File: src/hw/rtl/lpld_pkg.sv
// Package for the length-prefixed line deframer: limits, byte codes and
// the frame status type. No dependencies.
`default_nettype none

package lpld_pkg;

    localparam int MAX_PAYLOAD   = 4096;
    localparam int MAX_LEN_CHARS = 10;

    // char_count must hold MAX_PAYLOAD itself
    localparam int CNT_W = $clog2(MAX_PAYLOAD + 1);

    localparam int BYTE_W = 8;
    localparam int LEN_W  = 16;

    localparam logic [BYTE_W-1:0] NEWLINE_BYTE = 8'd10;
    localparam logic [BYTE_W-1:0] NUL_BYTE     = 8'd0;
    localparam logic [BYTE_W-1:0] DIGIT_ZERO   = 8'd48;
    localparam logic [BYTE_W-1:0] DIGIT_NINE   = 8'd57;

    typedef enum logic [1:0] {
        STATUS_GOOD     = 2'd0,
        STATUS_MISMATCH = 2'd1,
        STATUS_OVERFLOW = 2'd2
    } status_t;

endpackage

`default_nettype wire

File: src/hw/rtl/length_prefixed_line_deframer.sv
// Length-prefixed line deframer, top level and only module.
// Depends on lpld_pkg for limits, byte codes and status_t.
//
// The block takes one stream byte per request on the s_ channel and gives
// at most one result per byte on the m_ channel. A frame is a decimal
// length line, a newline, then a payload line closed by a newline. Each
// payload byte comes out as a payload request (m_frame_end = 0); the
// closing newline gives one end request (m_frame_end = 1) carrying the
// status (good, length mismatch, overflow discarded) and the declared
// length, the leading digits of the length line modulo 65536. Payload
// length for the mismatch check counts bytes up to the first zero byte.
// A length line longer than MAX_LEN_CHARS or a payload longer than
// MAX_PAYLOAD sends the frame into discard until the next newline, which
// ends it with overflow status. Leading and repeated newlines are skipped.
// Rate: one byte per clock, sustained. The whole per-byte update of the
// frame state is one register-to-register step, and the result lands in
// a single output register; s_ready is high whenever that register is
// empty or is being drained in the same cycle, so bytes stream at full
// rate as long as the sink keeps m_ready high. Where an accepted byte
// gives a result, it is on m_ in the cycle after the byte is accepted.
`default_nettype none

module length_prefixed_line_deframer (
    input  wire logic                         aclk,
    input  wire logic                         aresetn,
    input  wire logic                         s_valid,
    output logic                              s_ready,
    input  wire logic [lpld_pkg::BYTE_W-1:0]  s_in_byte,
    output logic                              m_valid,
    input  wire logic                         m_ready,
    output logic      [lpld_pkg::BYTE_W-1:0]  m_out_byte,
    output logic                              m_frame_end,
    output logic      [1:0]                   m_frame_status,
    output logic      [lpld_pkg::LEN_W-1:0]   m_declared_length
);

    // ---------------- frame state ----------------
    logic                          in_payload_reg,    in_payload_next;
    logic                          line_started_reg,  line_started_next;
    logic                          after_newline_reg, after_newline_next;
    logic                          overflowed_reg,    overflowed_next;
    logic                          digits_ended_reg,  digits_ended_next;
    logic [lpld_pkg::CNT_W-1:0]    char_count_reg,    char_count_next;
    logic [lpld_pkg::LEN_W-1:0]    length_value_reg,  length_value_next;
    logic [lpld_pkg::LEN_W-1:0]    payload_count_reg, payload_count_next;
    logic                          zero_seen_reg,     zero_seen_next;

    // ---------------- output register ----------------
    logic                          m_valid_reg;
    logic [lpld_pkg::BYTE_W-1:0]   out_byte_reg;
    logic                          frame_end_reg;
    lpld_pkg::status_t             frame_status_reg;
    logic [lpld_pkg::LEN_W-1:0]    declared_length_reg;

    // result of the byte on the input this cycle
    logic                          res_valid;
    logic                          res_end;
    lpld_pkg::status_t             res_status;
    logic [lpld_pkg::LEN_W-1:0]    res_length;

    logic                          s_fire;
    logic                          m_fire;
    logic                          is_newline;
    logic                          is_digit;
    logic                          is_nul;
    logic [lpld_pkg::LEN_W-1:0]    digit_value;
    logic [lpld_pkg::LEN_W-1:0]    length_times_ten;

    // Output slot frees up when empty or drained this cycle.
    assign s_ready = !m_valid_reg || m_ready;
    assign s_fire  = s_valid && s_ready;
    assign m_fire  = m_valid_reg && m_ready;

    assign is_newline  = (s_in_byte == lpld_pkg::NEWLINE_BYTE);
    assign is_nul      = (s_in_byte == lpld_pkg::NUL_BYTE);
    assign is_digit    = (s_in_byte >= lpld_pkg::DIGIT_ZERO) &&
                         (s_in_byte <= lpld_pkg::DIGIT_NINE);
    assign digit_value = {{(lpld_pkg::LEN_W-4){1'b0}},
                          s_in_byte[3:0] - lpld_pkg::DIGIT_ZERO[3:0]};
    // x*10 = x*8 + x*2, wraps modulo 2^16
    assign length_times_ten = {length_value_reg[lpld_pkg::LEN_W-4:0], 3'b000} +
                              {length_value_reg[lpld_pkg::LEN_W-2:0], 1'b0};

    // Per-byte frame update; only committed on an accepted request.
    always_comb begin
        in_payload_next    = in_payload_reg;
        line_started_next  = line_started_reg;
        after_newline_next = after_newline_reg;
        overflowed_next    = overflowed_reg;
        digits_ended_next  = digits_ended_reg;
        char_count_next    = char_count_reg;
        length_value_next  = length_value_reg;
        payload_count_next = payload_count_reg;
        zero_seen_next     = zero_seen_reg;
        res_valid          = 1'b0;
        res_end            = 1'b0;
        res_status         = lpld_pkg::STATUS_GOOD;
        res_length         = length_value_reg;

        if (overflowed_reg) begin
            // discard until newline
            if (is_newline) begin
                res_valid  = 1'b1;
                res_end    = 1'b1;
                res_status = lpld_pkg::STATUS_OVERFLOW;
            end
        end else if (!is_newline) begin
            line_started_next  = 1'b1;
            after_newline_next = 1'b0;
            if (!in_payload_reg) begin
                if (char_count_reg >= lpld_pkg::CNT_W'(lpld_pkg::MAX_LEN_CHARS)) begin
                    overflowed_next = 1'b1;
                end else begin
                    char_count_next = char_count_reg + lpld_pkg::CNT_W'(1);
                    if (!digits_ended_reg && is_digit) begin
                        length_value_next = length_times_ten + digit_value;
                    end else begin
                        digits_ended_next = 1'b1;
                    end
                end
            end else begin
                if (char_count_reg >= lpld_pkg::CNT_W'(lpld_pkg::MAX_PAYLOAD)) begin
                    overflowed_next = 1'b1;
                end else begin
                    char_count_next = char_count_reg + lpld_pkg::CNT_W'(1);
                    zero_seen_next  = zero_seen_reg || is_nul;
                    if (!(zero_seen_reg || is_nul)) begin
                        payload_count_next = payload_count_reg + lpld_pkg::LEN_W'(1);
                    end
                    res_valid = 1'b1;
                end
            end
        end else if (line_started_reg && !after_newline_reg) begin
            if (!in_payload_reg) begin
                in_payload_next    = 1'b1;
                char_count_next    = '0;
                after_newline_next = 1'b1;
            end else begin
                res_valid  = 1'b1;
                res_end    = 1'b1;
                res_status = (payload_count_reg == length_value_reg) ?
                             lpld_pkg::STATUS_GOOD : lpld_pkg::STATUS_MISMATCH;
            end
        end

        // an end request closes the frame
        if (res_end) begin
            in_payload_next    = 1'b0;
            line_started_next  = 1'b0;
            after_newline_next = 1'b0;
            overflowed_next    = 1'b0;
            digits_ended_next  = 1'b0;
            char_count_next    = '0;
            length_value_next  = '0;
            payload_count_next = '0;
            zero_seen_next     = 1'b0;
        end
    end

    always_ff @(posedge aclk) begin
        if (!aresetn) begin
            in_payload_reg    <= 1'b0;
            line_started_reg  <= 1'b0;
            after_newline_reg <= 1'b0;
            overflowed_reg    <= 1'b0;
            digits_ended_reg  <= 1'b0;
            char_count_reg    <= '0;
            length_value_reg  <= '0;
            payload_count_reg <= '0;
            zero_seen_reg     <= 1'b0;
        end else if (s_fire) begin
            in_payload_reg    <= in_payload_next;
            line_started_reg  <= line_started_next;
            after_newline_reg <= after_newline_next;
            overflowed_reg    <= overflowed_next;
            digits_ended_reg  <= digits_ended_next;
            char_count_reg    <= char_count_next;
            length_value_reg  <= length_value_next;
            payload_count_reg <= payload_count_next;
            zero_seen_reg     <= zero_seen_next;
        end
    end

    // output valid
    always_ff @(posedge aclk) begin
        if (!aresetn) begin
            m_valid_reg <= 1'b0;
        end else if (s_fire) begin
            m_valid_reg <= res_valid;
        end else if (m_fire) begin
            m_valid_reg <= 1'b0;
        end
    end

    // output payload, no reset
    always_ff @(posedge aclk) begin
        if (s_fire && res_valid) begin
            out_byte_reg        <= res_end ? lpld_pkg::NUL_BYTE : s_in_byte;
            frame_end_reg       <= res_end;
            frame_status_reg    <= res_status;
            declared_length_reg <= res_end ? res_length : '0;
        end
    end

    assign m_valid           = m_valid_reg;
    assign m_out_byte        = out_byte_reg;
    assign m_frame_end       = frame_end_reg;
    assign m_frame_status    = frame_status_reg;
    assign m_declared_length = declared_length_reg;

`ifndef ASSERT_OFF
    // end requests carry no byte; payload requests carry no status or length
    a_end_fields: assert property (@(posedge aclk) disable iff (!aresetn)
        (m_valid_reg && frame_end_reg) |-> (out_byte_reg == lpld_pkg::NUL_BYTE))
        else $error("end request with nonzero byte");

    a_payload_fields: assert property (@(posedge aclk) disable iff (!aresetn)
        (m_valid_reg && !frame_end_reg) |->
        (frame_status_reg == lpld_pkg::STATUS_GOOD && declared_length_reg == '0))
        else $error("payload request with status or length");

    // an end request leaves the frame state cleared
    a_end_clears: assert property (@(posedge aclk) disable iff (!aresetn)
        (s_fire && res_end) |=>
        (!in_payload_reg && !overflowed_reg && char_count_reg == '0 &&
         payload_count_reg == '0))
        else $error("frame state not cleared after end");

    // no payload byte passes while discarding
    a_discard_silent: assert property (@(posedge aclk) disable iff (!aresetn)
        (s_fire && overflowed_reg) |-> !(res_valid && !res_end))
        else $error("payload passed during discard");

    // line counters stay within their limits
    a_count_bound: assert property (@(posedge aclk) disable iff (!aresetn)
        (in_payload_reg ?
            (char_count_reg <= lpld_pkg::CNT_W'(lpld_pkg::MAX_PAYLOAD)) :
            (char_count_reg <= lpld_pkg::CNT_W'(lpld_pkg::MAX_LEN_CHARS))))
        else $error("char count beyond limit");
`endif

endmodule

`default_nettype wire
File: config.mk
export PLATFORM = sky130hd
export DESIGN_NAME = length_prefixed_line_deframer
export DESIGN_NICKNAME = d
export VERILOG_FILES = /design/src/hw/rtl/lpld_pkg.sv /design/src/hw/rtl/length_prefixed_line_deframer.sv
export SDC_FILE = /design/constraint.sdc
export NUM_CORES = 1
export LEC_CHECK = 0
export BUFFER_PORTS_ARGS = -buffer_cell sky130_fd_sc_hd__clkbuf_2
export CAP_MARGIN = 0
export CORE_MARGIN = 2
export CORE_UTILIZATION = 35
export CTS_BUF_LIST = sky130_fd_sc_hd__clkbuf_4
export CTS_CLUSTER_SIZE = 28
export DETAILED_ROUTE_END_ITERATION = 12
export GPL_ROUTABILITY_DRIVEN = 0
export SKIP_CTS_REPAIR_TIMING = 1
export SLEW_MARGIN = 25
export SYNTH_ARGS = -nofsm -noshare
export SYNTH_HDL_FRONTEND = slang
export SYNTH_SLANG_ARGS = --single-unit
File: constraint.sdc
create_clock -name aclk -period 3.2 [get_ports aclk]
set_clock_uncertainty 0.1 [all_clocks]
set_input_delay 0.32 -clock aclk [delete_from_list [all_inputs] [get_ports aclk]]
set_output_delay 0.32 -clock aclk [all_outputs]
set_load 0.1 [all_outputs]
# Word level (Yosys, flattened, before mapping)
# Index checks and enable logic that the tools add are counted.
totals:
  ff_bits: 79
  in_bits: 12
  output_inout_bits: 29
  elab_cells: 126
classes:
  add_sub_neg: 4
  order_cmp: 4
  eq_ne: 13
  mux: 66
  n_reduce_logical: 25
ops:
  columns: ["operator", "count"]
  rows:
  - ["$mux 16", 12]
  - ["$mux 13", 8]
  - ["$mux 1", 44]
  - ["$reduce_and 6->1", 4]
  - ["$add 16x1->16 const B", 1]
  - ["$add 16x16->16", 1]
  - ["$add 16x4->16", 1]
  - ["$eq 16x16->1", 1]
  - ["$add 13x1->13 const B", 1]
  - ["$ge 13x13->1 const B", 1]
  - ["$ge 13x4->1 const B", 1]
  - ["$ne 2x2->1 const B", 5]
  - ["$reduce_bool 2->1", 5]
  - ["$eq 8x4->1 const B", 1]
  - ["$ge 8x6->1 const B", 1]
  - ["$le 8x6->1 const B", 1]
  - ["$logic_not 8->1", 1]
  - ["$reduce_and 4->1", 2]
  - ["$logic_and 1x1->1", 6]
  - ["$ne 3x3->1 const B", 2]
  - ["$reduce_and 5->1", 1]
  - ["$mux 2", 2]
  - ["$ne 2x1->1 const B", 2]
  - ["$ne 4x4->1 const B", 1]
  - ["other kinds (4)", 7]

# Longest topological paths before layout
# Gate-level depths: netlist (run 1).
logic_depth:
  ltp_word: 9
  ltp_mapped: 10
  depth_no_buf: 10

# Worst setup path before layout (run 1)
# OpenSTA, ideal clock, no wires.
synth_timing:
  kind: "register -> register"
  startpoint: "register m_valid_reg, in the netlist m_valid"
  endpoint: "register zero_seen_reg"
  setup_time_ns: 0.117
  t_arrival_ns: 3.061
  required_time_ns: 2.983
  slack_ns: -0.078
  stages_incl_launch_ff: 6
  n_path_buf: 0
  synth_period_minus_slack_ns: 3.278
  cell_sequence: "dfxtp_1 nand2b_1 and2_1 o21ai_0 inv_1 o211a_1"
synth_between:
  elab_chain_len: 4
synth_rtl:
  columns: ["item", "line", "rtl"]
  rows:
  - ["start, declared", "length_prefixed_line_deframer.sv:49", "logic m_valid_reg;"]
  - ["start signal, assigned", "length_prefixed_line_deframer.sv:189", "m_valid_reg <= res_valid;"]
  - ["$logic_not 1->1", "length_prefixed_line_deframer.sv:70", "assign s_ready = !m_valid_reg || m_ready;"]
  - ["$logic_or 1x1->1", "length_prefixed_line_deframer.sv:70", null]
  - ["via s_ready", "length_prefixed_line_deframer.sv:27", "output logic s_ready,"]
  - ["$logic_and 1x1->1", "length_prefixed_line_deframer.sv:71", "assign s_fire = s_valid && s_ready;"]
  - ["$reduce_and 5->1 (no line)", null, null]
  - ["end signal, assigned", "length_prefixed_line_deframer.sv:180", "zero_seen_reg <= zero_seen_next;"]
  - ["end, declared", "length_prefixed_line_deframer.sv:46", "logic zero_seen_reg, zero_seen_next;"]
# The timed path passes the listed nets, and every way through them passes these cells.
# A chain may end at the register's enable or synchronous reset.

# Worst setup path in the final report (run 1)
layout_timing:
  startpoint: "register length_value_reg[0] in the netlist's numbering"
  endpoint: "register length_value_reg[14] in the netlist's numbering"
layout_between:
  elab_chain_len: 8
layout_rtl:
  columns: ["item", "line", "rtl"]
  rows:
  - ["start, declared", "length_prefixed_line_deframer.sv:44", "logic [lpld_pkg::LEN_W-1:0] length_value_reg, length_value_next;"]
  - ["start signal, assigned", "length_prefixed_line_deframer.sv:178", "length_value_reg <= length_value_next;"]
  - ["$add 16x16->16", "length_prefixed_line_deframer.sv:81", "assign length_times_ten = {length_value_reg[lpld_pkg::LEN_W-4:0], 3'b000} +"]
  - ["$add 16x4->16", "length_prefixed_line_deframer.sv:116", "length_value_next = length_times_ten + digit_value;"]
  - ["$mux 16", "length_prefixed_line_deframer.sv:115", "if (!digits_ended_reg && is_digit) begin"]
  - ["$mux 16", "length_prefixed_line_deframer.sv:111", "if (char_count_reg >= lpld_pkg::CNT_W'(lpld_pkg::MAX_LEN_CHARS)) begin"]
  - ["$mux 16", "length_prefixed_line_deframer.sv:110", "if (!in_payload_reg) begin"]
  - ["$mux 16", "length_prefixed_line_deframer.sv:107", "end else if (!is_newline) begin"]
  - ["$mux 16", "length_prefixed_line_deframer.sv:100", "if (overflowed_reg) begin"]
  - ["$mux 16", "length_prefixed_line_deframer.sv:147", "if (res_end) begin"]
# Every way passes these cells. The select of a mux whose other input is x is not followed.

==> results of run 1 <==
layout make-up:
class,count,area [µm²]
fill,1232,7570
multi-input combinational,352,2480
sequential,79,1850
timing repair buffer,47,258
tap,172,215
clock buffer,11,82.6
inverter,13,53.8
clock inverter,5,48.8
antenna,1,2.50
kinds of logic (layout without fill, tap and decap cells):
logic type / count (synthesis) / after routing / share of synthesized area [%]
compound gates: 82 / 82 / 12.8
buf+inv: 33 / 76 / 3.22
simple gates: 191 / 191 / 24.1
other cells: 0 / 1 / 0
fa+ha+maj: 31 / 31 / 9.00
flops: 79 / 79 / 41.4
xor+xnor: 46 / 46 / 9.00
mux: 2 / 2 / 0.447
power by group through the flow:
stage	combinational, mW	sequential, mW	clock, mW
after floorplan	0.0425	1.06	0
final	0.0675	1.04	0.599
after global placement	0.0641	1.06	0
after global routing	0.0751	1.04	0.659
after detailed placement	0.0652	1.06	0
after CTS	0.0656	1.04	0.618
cells in the mapped netlist (3+ instances only):
cell | number | area, µm²
clkbuf_1 | 13 | 48.8
a21o_1 | 3 | 22.5
nor3_2 | 6 | 60.1
dfxtp_1 | 52 | 1040
or3_1 | 7 | 43.8
ha_1 | 29 | 363
nand4_1 | 16 | 100
o21ai_1 | 6 | 30.0
nor2_1 | 43 | 161
a21oi_1 | 13 | 65.1
nand2b_1 | 7 | 43.8
a21boi_1 | 10 | 75.1
a31oi_1 | 5 | 31.3
nand2_1 | 34 | 128
xor2_1 | 13 | 114
a21boi_0 | 3 | 22.5
nor4_1 | 3 | 18.8
nor2b_1 | 5 | 31.3
and3_1 | 9 | 56.3
o21a_1 | 7 | 52.6
and2_1 | 20 | 125
nor3_1 | 5 | 25.0
a211oi_1 | 3 | 22.5
edfxtp_1 | 27 | 811
o31ai_1 | 4 | 30.0
xnor2_1 | 33 | 289
o21ai_2 | 3 | 26.3
inv_1 | 12 | 45.0
o21ai_0 | 15 | 75.1
buf_2 | 6 | 30.0
nand3_1 | 21 | 105
layer usage:
layer	part of all wire, %	track usage, %	vias to the layer above	wire, µm
met3	3.8	2.78	14	364
li1	-	-	1734	-
met1	47	19.8	1650	4490
met2	48	25.7	76	4640
met4	1.6	6.51	0	153
met5	0	0	-	0
how the worst max path moves through the flow:
stage / start / end / slack [ns] / cells past startpoint
after floorplan: m_valid / zero_seen_reg / 0.27 / 5
after global placement: s_in_byte[3] / length_value_reg[8] / 0.33 / 10
after detailed placement: s_in_byte[3] / length_value_reg[13] / 0.23 / 11
after CTS: length_value_reg[0] / length_value_reg[14] / 0.28 / 9
after global routing: length_value_reg[0] / length_value_reg[14] / 0.04 / 9
final: length_value_reg[0] / length_value_reg[14] / 0.28 / 9
stage by stage:
stage	hold WS, ns	cell area, µm²
3_3_place_gp	0.367	4840
3_5_place_dp	0.374	4840
2_1_floorplan	0.337	4480
5_1_grt	0.0219	4990
6_report	0.0485	4990
4_1_cts	-0.0366	4970
placed cells by master, fill, tap and decap left out, types with 4 or more instances in the layout:
cell type  Yosys  routed
a21oi_1       13      13
xor2_1        13      13
o21ai_1        6       6
dfxtp_1       52      52
clkbuf_4       0      11
nand2b_1       7       6
nor3_2         6       6
and2_1        20      20
buf_4          0       5
nor2_1        43      43
ha_1          29      29
or3_1          7       7
o21ai_0       15      15
inv_1         12      12
nor3_1         5       5
o31ai_1        4       4
and3_1         9       9
xnor2_1       33      33
a31oi_1        5       5
edfxtp_1      27      27
nor2b_1        5       5
nand2_1       34      34
a21boi_1      10      10
nand3_1       21      21
nand4_1       16      16
clkbuf_2       0      40
o21a_1         7       7
critical path, stage by stage, from the launching register on:
cell      delay [ns]
dfxtp_1         0.42
inv_1           0.10
fa_1            0.51
fa_1            0.45
nand2b_1        0.18
a21oi_1         0.28
o21ai_0         0.21
o21ai_0         0.25
xnor2_1         0.10
o31ai_1         0.23
==> results.py, run 1 <==
metrics = {
    "power": {
        "p_per_area_mw_per_mm2": 342,
        "leakage_nw": 1.97,
        "pwr-share-seq_pct": 60.9,
        "power_frac_clock_pct": 35.1,
        "pwr-share-comb_pct": 4.0,
        "internal_power_mw": 1.31,
        "peakVddDrop_uv": 137,
        "power_switching_mw": 0.395,
        "total_power_mw": 1.71,
        "swShare_pct": 23.1,
    },
    "synth": {
        "yosys_warnings": 0,
        "ys.flop_type": "dfxtp_1",
        "syn-num-nets": 507,
        "synth_edf_count": 27,
        "ys_async_sr_fraction_pct": 0,
        "ys_seq_area_share_pct": 41.4,
        "syn_inst": 464,
        "avgSynthCellArea_um2": 9.64,
        "netlist_area_mm2": 0.00447,
        "ys_ff_latch": 79,
        "ys_types": 56,
    },
    "sta": {
        "post-route-period-util_pct": 91.1,
        "slew_headroom_pct": 49.4,
        "tightest_slew_ns": 0.759,
        "fin_tns_setup_ns": 0,
        "min_period_ns": 2.92,
        "fmax_mhz": 343,
        "setup_viol": 0,
        "rsz0062_at_grt": "no",
        "fin_ws_ns": 0.285,
        "slew_viol_final": 0,
        "hold_violations": 0,
    },
    "clocking": {
        "cts-root-buf": "clkbuf_4",
        "clkTransAtPathRegs_ns": 0.13,
        "htreeDepth": 3,
        "clk_latency_ns": 0.44,
        "clkSinkCount": 79,
        "cts_tree": "built",
        "cts_buffer_depth": 2,
        "cts_buffers": 9,
    },
    "global_route": {
        "overflow": 0,
        "grt_pass1_wl_mm": 16.5,
        "antenna_found_initial": 1,
        "grt_start_max_net_pins": 29,
        "grt_pass1_vias": 3429,
        "grt_use_total_pct": 15.5,
    },
    "cells_and_area": {
        "finalNonFillerCells": 680,
        "area_growth_pct": 11.6,
        "layout-drive-gt1-share_pct": 16.2,
        "fin_util_pct": 39.7,
        "fin_nets": 545,
    },
    "die": {
        "dieArea_mm2": 0.0137,
        "die_height_um": 117,
        "core_area_mm2": 0.0126,
        "fp-row-count": 41,
        "pin_count": 41,
        "die_x_um": 117,
        "start_util_pct": 35.6,
    },
    "route": {
        "dr.pass1.iters": 4,
        "dr_total_vias": 3474,
        "routed_wirelength_mm": 9.64,
        "via_per_inst": 5.11,
        "drc": 0,
        "drt_iter0_markers": 191,
        "wire_per_inst_um": 14.2,
        "ant_nets": 0,
    },
    "setup_path": {
        "endpoint_kind": "flip-flop",
        "startpoint_type": "flip-flop",
        "r2r-end": "length_value_reg[14]",
        "path_max_fanout": 4,
        "r2r_slack_ns": 0.28,
        "critPathArrivalTime_ns": 3.17,
        "reg2regPathDepth": 9,
        "timing.rr.start": "length_value_reg[0]",
        "worstPathRequired_ns": 3.45,
        "path_class": "flip-flop to flip-flop",
    },
    "worst_hold_path": {
        "hp-class": "primary input to flip-flop",
        "hold_path_depth": 1,
        "hold_end": "m_out_byte[0]",
        "hp-start": "s_in_byte[0]",
    },
    "placed_design": {
        "hpwl_mm": 6.98,
        "placed_cells": 661,
        "dp_slack_ns": 0.232,
        "port_buffers": 40,
    },
    "flow_run": {
        "max_cap_violations": 0,
    },
    "status": {
        "status": "complete, no violations",
    },
}
No activity file was read; power rests on OpenSTA's default activity.
==> run 2: changes to the inputs <==
Settings changed: CORE_ASPECT_RATIO set to 1.1.
==> run 2 against run 1 <==
Clock power grew 2%. Final cell count shrank 2.5%. Hold slack lost 0.030 ns. Non-clock buffer count shrank 1. Flip-flop and latch count is the same. Count of clock-buffer cells in the layout shrank 1. Global-route usage shrank 0.46 points. Total power grew 0.66%. Sequential power is essentially flat.
==> results.py, run 2 (synthesis gave the netlist of run 1 again) <==
metrics = {
    "status": {
        "status": "complete, no violations",
    },
    "global_route": {
        "grt_use_total_pct": 15.0,
        "grt_pass1_wl_mm": 16.4,
        "busiest_layer": "met2",
        "grt_use_met2_pct": 25.8,
        "overflow": 0,
        "grt_pass1_vias": 3407,
        "antenna_found_initial": 0,
        "grt_use_met3_pct": 3.26,
        "use_met1_pct": 18.2,
        "grt_start_max_net_pins": 29,
    },
    "route": {
        "ant_nets": 0,
        "wire_per_inst_um": 14.6,
        "drc": 0,
        "dr.pass1.iters": 4,
        "routed_wirelength_mm": 9.66,
        "drt_iter0_markers": 170,
        "dr_total_vias": 3454,
        "via_per_inst": 5.21,
    },
    "die": {
        "fp-row-count": 43,
        "pin_count": 41,
        "die_x_um": 112,
        "dieArea_mm2": 0.0137,
        "core_area_mm2": 0.0125,
        "die_height_um": 123,
        "start_util_pct": 35.7,
    },
    "clocking": {
        "clk_latency_ns": 0.46,
        "cts_buffers": 9,
        "clkTransAtPathRegs_ns": 0.13,
        "cts_tree": "built",
        "htreeDepth": 3,
        "clkSinkCount": 79,
        "cts-root-buf": "clkbuf_4",
        "cts_buffer_depth": 2,
    },
    "power": {
        "leakage_nw": 1.96,
        "p_per_area_mw_per_mm2": 346,
        "peakVddDrop_uv": 233,
    },
    "sta": {
        "tightest_slew_ns": 0.732,
        "slew_headroom_pct": 51.2,
        "rsz0062_at_grt": "no",
        "fmax_mhz": 349,
        "hold_violations": 0,
        "slew_viol_final": 0,
        "setup_viol": 0,
        "post-route-period-util_pct": 89.5,
        "fin_tns_setup_ns": 0,
        "min_period_ns": 2.86,
    },
    "setup_path": {
        "critPathArrivalTime_ns": 3.15,
        "startpoint_type": "flip-flop",
        "path_max_fanout": 4,
        "cp_slowest_cell": "fa_1",
        "path_class": "flip-flop to flip-flop",
        "path_cells": "inv_1 -> fa_1 -> fa_1 -> nand2b_1 -> a21oi_1 -> o21ai_0 -> o21ai_0 -> xnor2_1 -> o31ai_1",
        "max_stage_delay_ns": 0.51,
        "critPathTopFamily": "adder cells",
        "path_buf_inv": 1,
        "endpoint_kind": "flip-flop",
        "worstPathRequired_ns": 3.49,
    },
    "worst_hold_path": {
        "hp-class": "primary input to flip-flop",
    },
    "cells_and_area": {
        "final_cell_mix": "dfxtp_1, nor2_1, clkbuf_2, nand2_1, xnor2_1",
        "fin_nets": 544,
        "antenna_cells": 0,
        "final_area_mm2": 0.00497,
        "layout-drive-gt1-share_pct": 16.0,
        "area_growth_pct": 11.1,
        "final_common_cell": "dfxtp_1",
    },
    "flow_run": {
        "max_cap_violations": 0,
    },
    "placed_design": {
        "hpwl_mm": 6.99,
        "placed_area_mm2": 0.00481,
        "port_buffers": 40,
    },
}
-- run 2: per-stage QoR --
stage | hold WS [ns] | worst slack (ns) | utilization, % | cells | power (mW)
finish | 0.0185 | 0.337 | 39.6 | 663 | 1.72
global route | 0.00132 | 0.0969 | 39.6 | 663 | 1.79
CTS | -0.0473 | 0.303 | 39.5 | 661 | 1.74
detailed placement | 0.371 | 0.248 | 38.4 | 645 | 1.13
global placement | 0.366 | 0.307 | 38.4 | 645 | 1.13
floorplan | 0.337 | 0.273 | - | 464 | 1.10
-- run 2: routing by layer --
metal  vias to the layer above  routed length (µm)
met3                        16                 394
met1                      1640                4340
met2                        67                4730
met5                         -                   0
li1                       1731                   -
met4                         0                 196
-- run 2: path summary, 6_finish.rpt --
path | to | slack, ns | depth (start not counted) | from
worst max-delay path | length_value_reg[14] | 0.34 | 9 | length_value_reg[0]
worst min-delay path | m_out_byte[4] | 0.02 | 1 | s_in_byte[4]
worst min register to register | digits_ended_reg | 0.41 | 2 | digits_ended_reg
worst max register to register | length_value_reg[14] | 0.34 | 9 | length_value_reg[0]
-- run 2: final cells by class --
type	instances	area [µm²]
Sequential cell	79	1850
Inverter	13	53.8
Multi-Input combinational cell	352	2480
Fill cell	1255	7570
Timing Repair Buffer	46	250
Clock buffer	10	75.1
Clock inverter	6	61.3
Tap cell	157	196
-- run 2: where the power goes --
part	internal (mW)	switching, mW	leakage [nW]
registers	1.04	0.00439	0.675
logic	0.0259	0.0420	1.21
clock network	0.244	0.365	0.0778
-- run 2: worst register-to-register path, stage by stage, from the launching register on --
cell and delay (ns):
dfxtp_1 0.41, inv_1 0.09, fa_1 0.51, fa_1 0.45, nand2b_1 0.19, a21oi_1 0.28
o21ai_0 0.20, o21ai_0 0.26, xnor2_1 0.10, o31ai_1 0.21
==> run 3: changes to the inputs <==
Settings changed: CAP_MARGIN 0 to 20, PLACE_DENSITY set to 0.49.
==> run 3 against run 2 <==
Critical path depth did not move. Total power barely moved. Via count barely moved. Sequential share of layout area fell by 0.41 points. Global-route usage rose by 1.2 points. First-iteration DRC count fell by 12%. Hold slack improved by 0.036 ns. Maximum frequency fell by 0.88%. Utilization rose by 0.44 points. Combinational power rose by 4.4%. Highest routed layer unchanged. Flip-flop and latch count did not move.
==> results.py, run 3 (synthesis gave the netlist of run 1 again) <==
metrics = {
    "status": {
        "status": "complete, no violations",
    },
    "setup_path": {
        "worstPathRequired_ns": 3.51,
        "path_class": "flip-flop to flip-flop",
        "critPathLaunch": "length_value_reg[0]",
        "max_stage_delay_ns": 0.51,
        "cp_slowest_cell": "fa_1",
        "critPathArrivalTime_ns": 3.20,
        "endpoint_kind": "flip-flop",
        "path_cells": "inv_1 -> fa_1 -> fa_1 -> nand2b_1 -> a21oi_1 -> o21a_1 -> nor3_1 -> or4_1 -> a21boi_1",
        "timing.rr.start": "length_value_reg[0]",
        "startpoint_type": "flip-flop",
        "cp_common_cell": "fa_1",
        "path_max_fanout": 4,
    },
    "cells_and_area": {
        "finalNonFillerCells": 669,
        "final_cell_mix": "dfxtp_1, nor2_1, clkbuf_2, nand2_1, xnor2_1",
        "layout-drive-gt1-share_pct": 16.2,
        "area_growth_pct": 12.3,
        "final_common_cell": "dfxtp_1",
        "fillers": 1277,
        "fin_nets": 549,
    },
    "sta": {
        "rsz0062_at_grt": "no",
        "worst_hold_slack_ns": 0.0546,
        "slew_viol_final": 0,
        "min_period_ns": 2.89,
        "fmax_mhz": 346,
        "setup_viol": 0,
        "hold_violations": 0,
        "fin_tns_setup_ns": 0,
        "slew_headroom_pct": 50.7,
        "post-route-period-util_pct": 90.3,
        "tightest_slew_ns": 0.739,
        "fin_ws_ns": 0.311,
    },
    "die": {
        "core_area_mm2": 0.0125,
        "fp-row-count": 43,
        "die_height_um": 123,
        "pin_count": 41,
        "dieArea_mm2": 0.0137,
        "die_x_um": 112,
        "start_util_pct": 35.7,
    },
    "route": {
        "drt_iter0_markers": 150,
        "dr_total_vias": 3457,
        "wire_per_inst_um": 15.4,
        "drc": 0,
        "routed_wirelength_mm": 10.3,
        "dr.pass1.iters": 4,
        "ant_nets": 0,
        "via_per_inst": 5.17,
    },
    "global_route": {
        "overflow": 0,
        "grt_pass1_vias": 3596,
        "grt_pass1_wl_mm": 17.4,
        "grt_start_max_net_pins": 29,
        "grt_use_total_pct": 16.2,
        "antenna_found_initial": 1,
    },
    "clocking": {
        "cts_buffers": 9,
        "cts_buffer_depth": 2,
        "clk_latency_ns": 0.47,
        "htreeDepth": 3,
        "cts_tree": "built",
        "clkTransAtPathRegs_ns": 0.13,
        "cts-root-buf": "clkbuf_4",
        "clkSinkCount": 79,
    },
    "placed_design": {
        "port_buffers": 40,
        "placed_cells": 647,
        "dp_slack_ns": 0.226,
        "hpwl_mm": 7.40,
    },
    "power": {
        "peakVddDrop_uv": 135,
        "leakage_nw": 1.98,
        "p_per_area_mw_per_mm2": 342,
        "total_power_mw": 1.72,
    },
    "worst_hold_path": {
        "hp-class": "primary input to flip-flop",
        "hp-start": "s_in_byte[2]",
    },
    "flow_run": {
        "max_cap_violations": 0,
    },
}
run 3: cell type report:
class | instances | area, µm² | share of cell area, %
well taps | 157 | 196 | 3.91
multi-input cells | 352 | 2480 | 49.4
clock buffers | 9 | 67.6 | 1.34
inverters | 13 | 53.8 | 1.07
clock inverters | 7 | 63.8 | 1.27
diodes | 1 | 2.50 | 0.0498
repair buffers | 51 | 308 | 6.13
flip-flops and latches | 79 | 1850 | 36.9
run 3: path summary, 6_finish.rpt:
kind,to,slack [ns],depth (start not counted)
worst max-delay path,length_value_reg[8],0.31,9
worst max register to register,length_value_reg[8],0.31,9
worst min register to register,digits_ended_reg,0.40,2
worst min-delay path,m_out_byte[2],0.05,1
run 3: per-stage QoR:
step | utilization (%) | area [µm²]
global placement | 38.6 | 4840
detailed placement | 38.6 | 4840
global route | 40.1 | 5020
finish | 40.1 | 5020
CTS | 39.7 | 4970
floorplan | - | 4480
run 3: worst max-delay path, delay by kind of cell, from the launching register on:
family                   cells  cell delay, ns
AO/OA/AOI/OAI                3            0.63
adder cells (fa/ha/maj)      2            0.96
buffers and inverters        1            0.09
flip-flops                   1            0.42
AND/OR/NAND/NOR              3            0.62
run 3: report_power, final:
group	internal (mW)	total (mW)	switching (mW)
sequential	1.04	1.04	0.00427
clock	0.232	0.605	0.374
combinational	0.0282	0.0709	0.0427
run 3: routing by layer:
metal	up-vias	track usage (%)	wire length [µm]
met3	18	3.31	262
met4	0	7.02	216
met5	-	0	0
li1	1736	-	-
met1	1666	18.9	4730
met2	37	29.0	5090
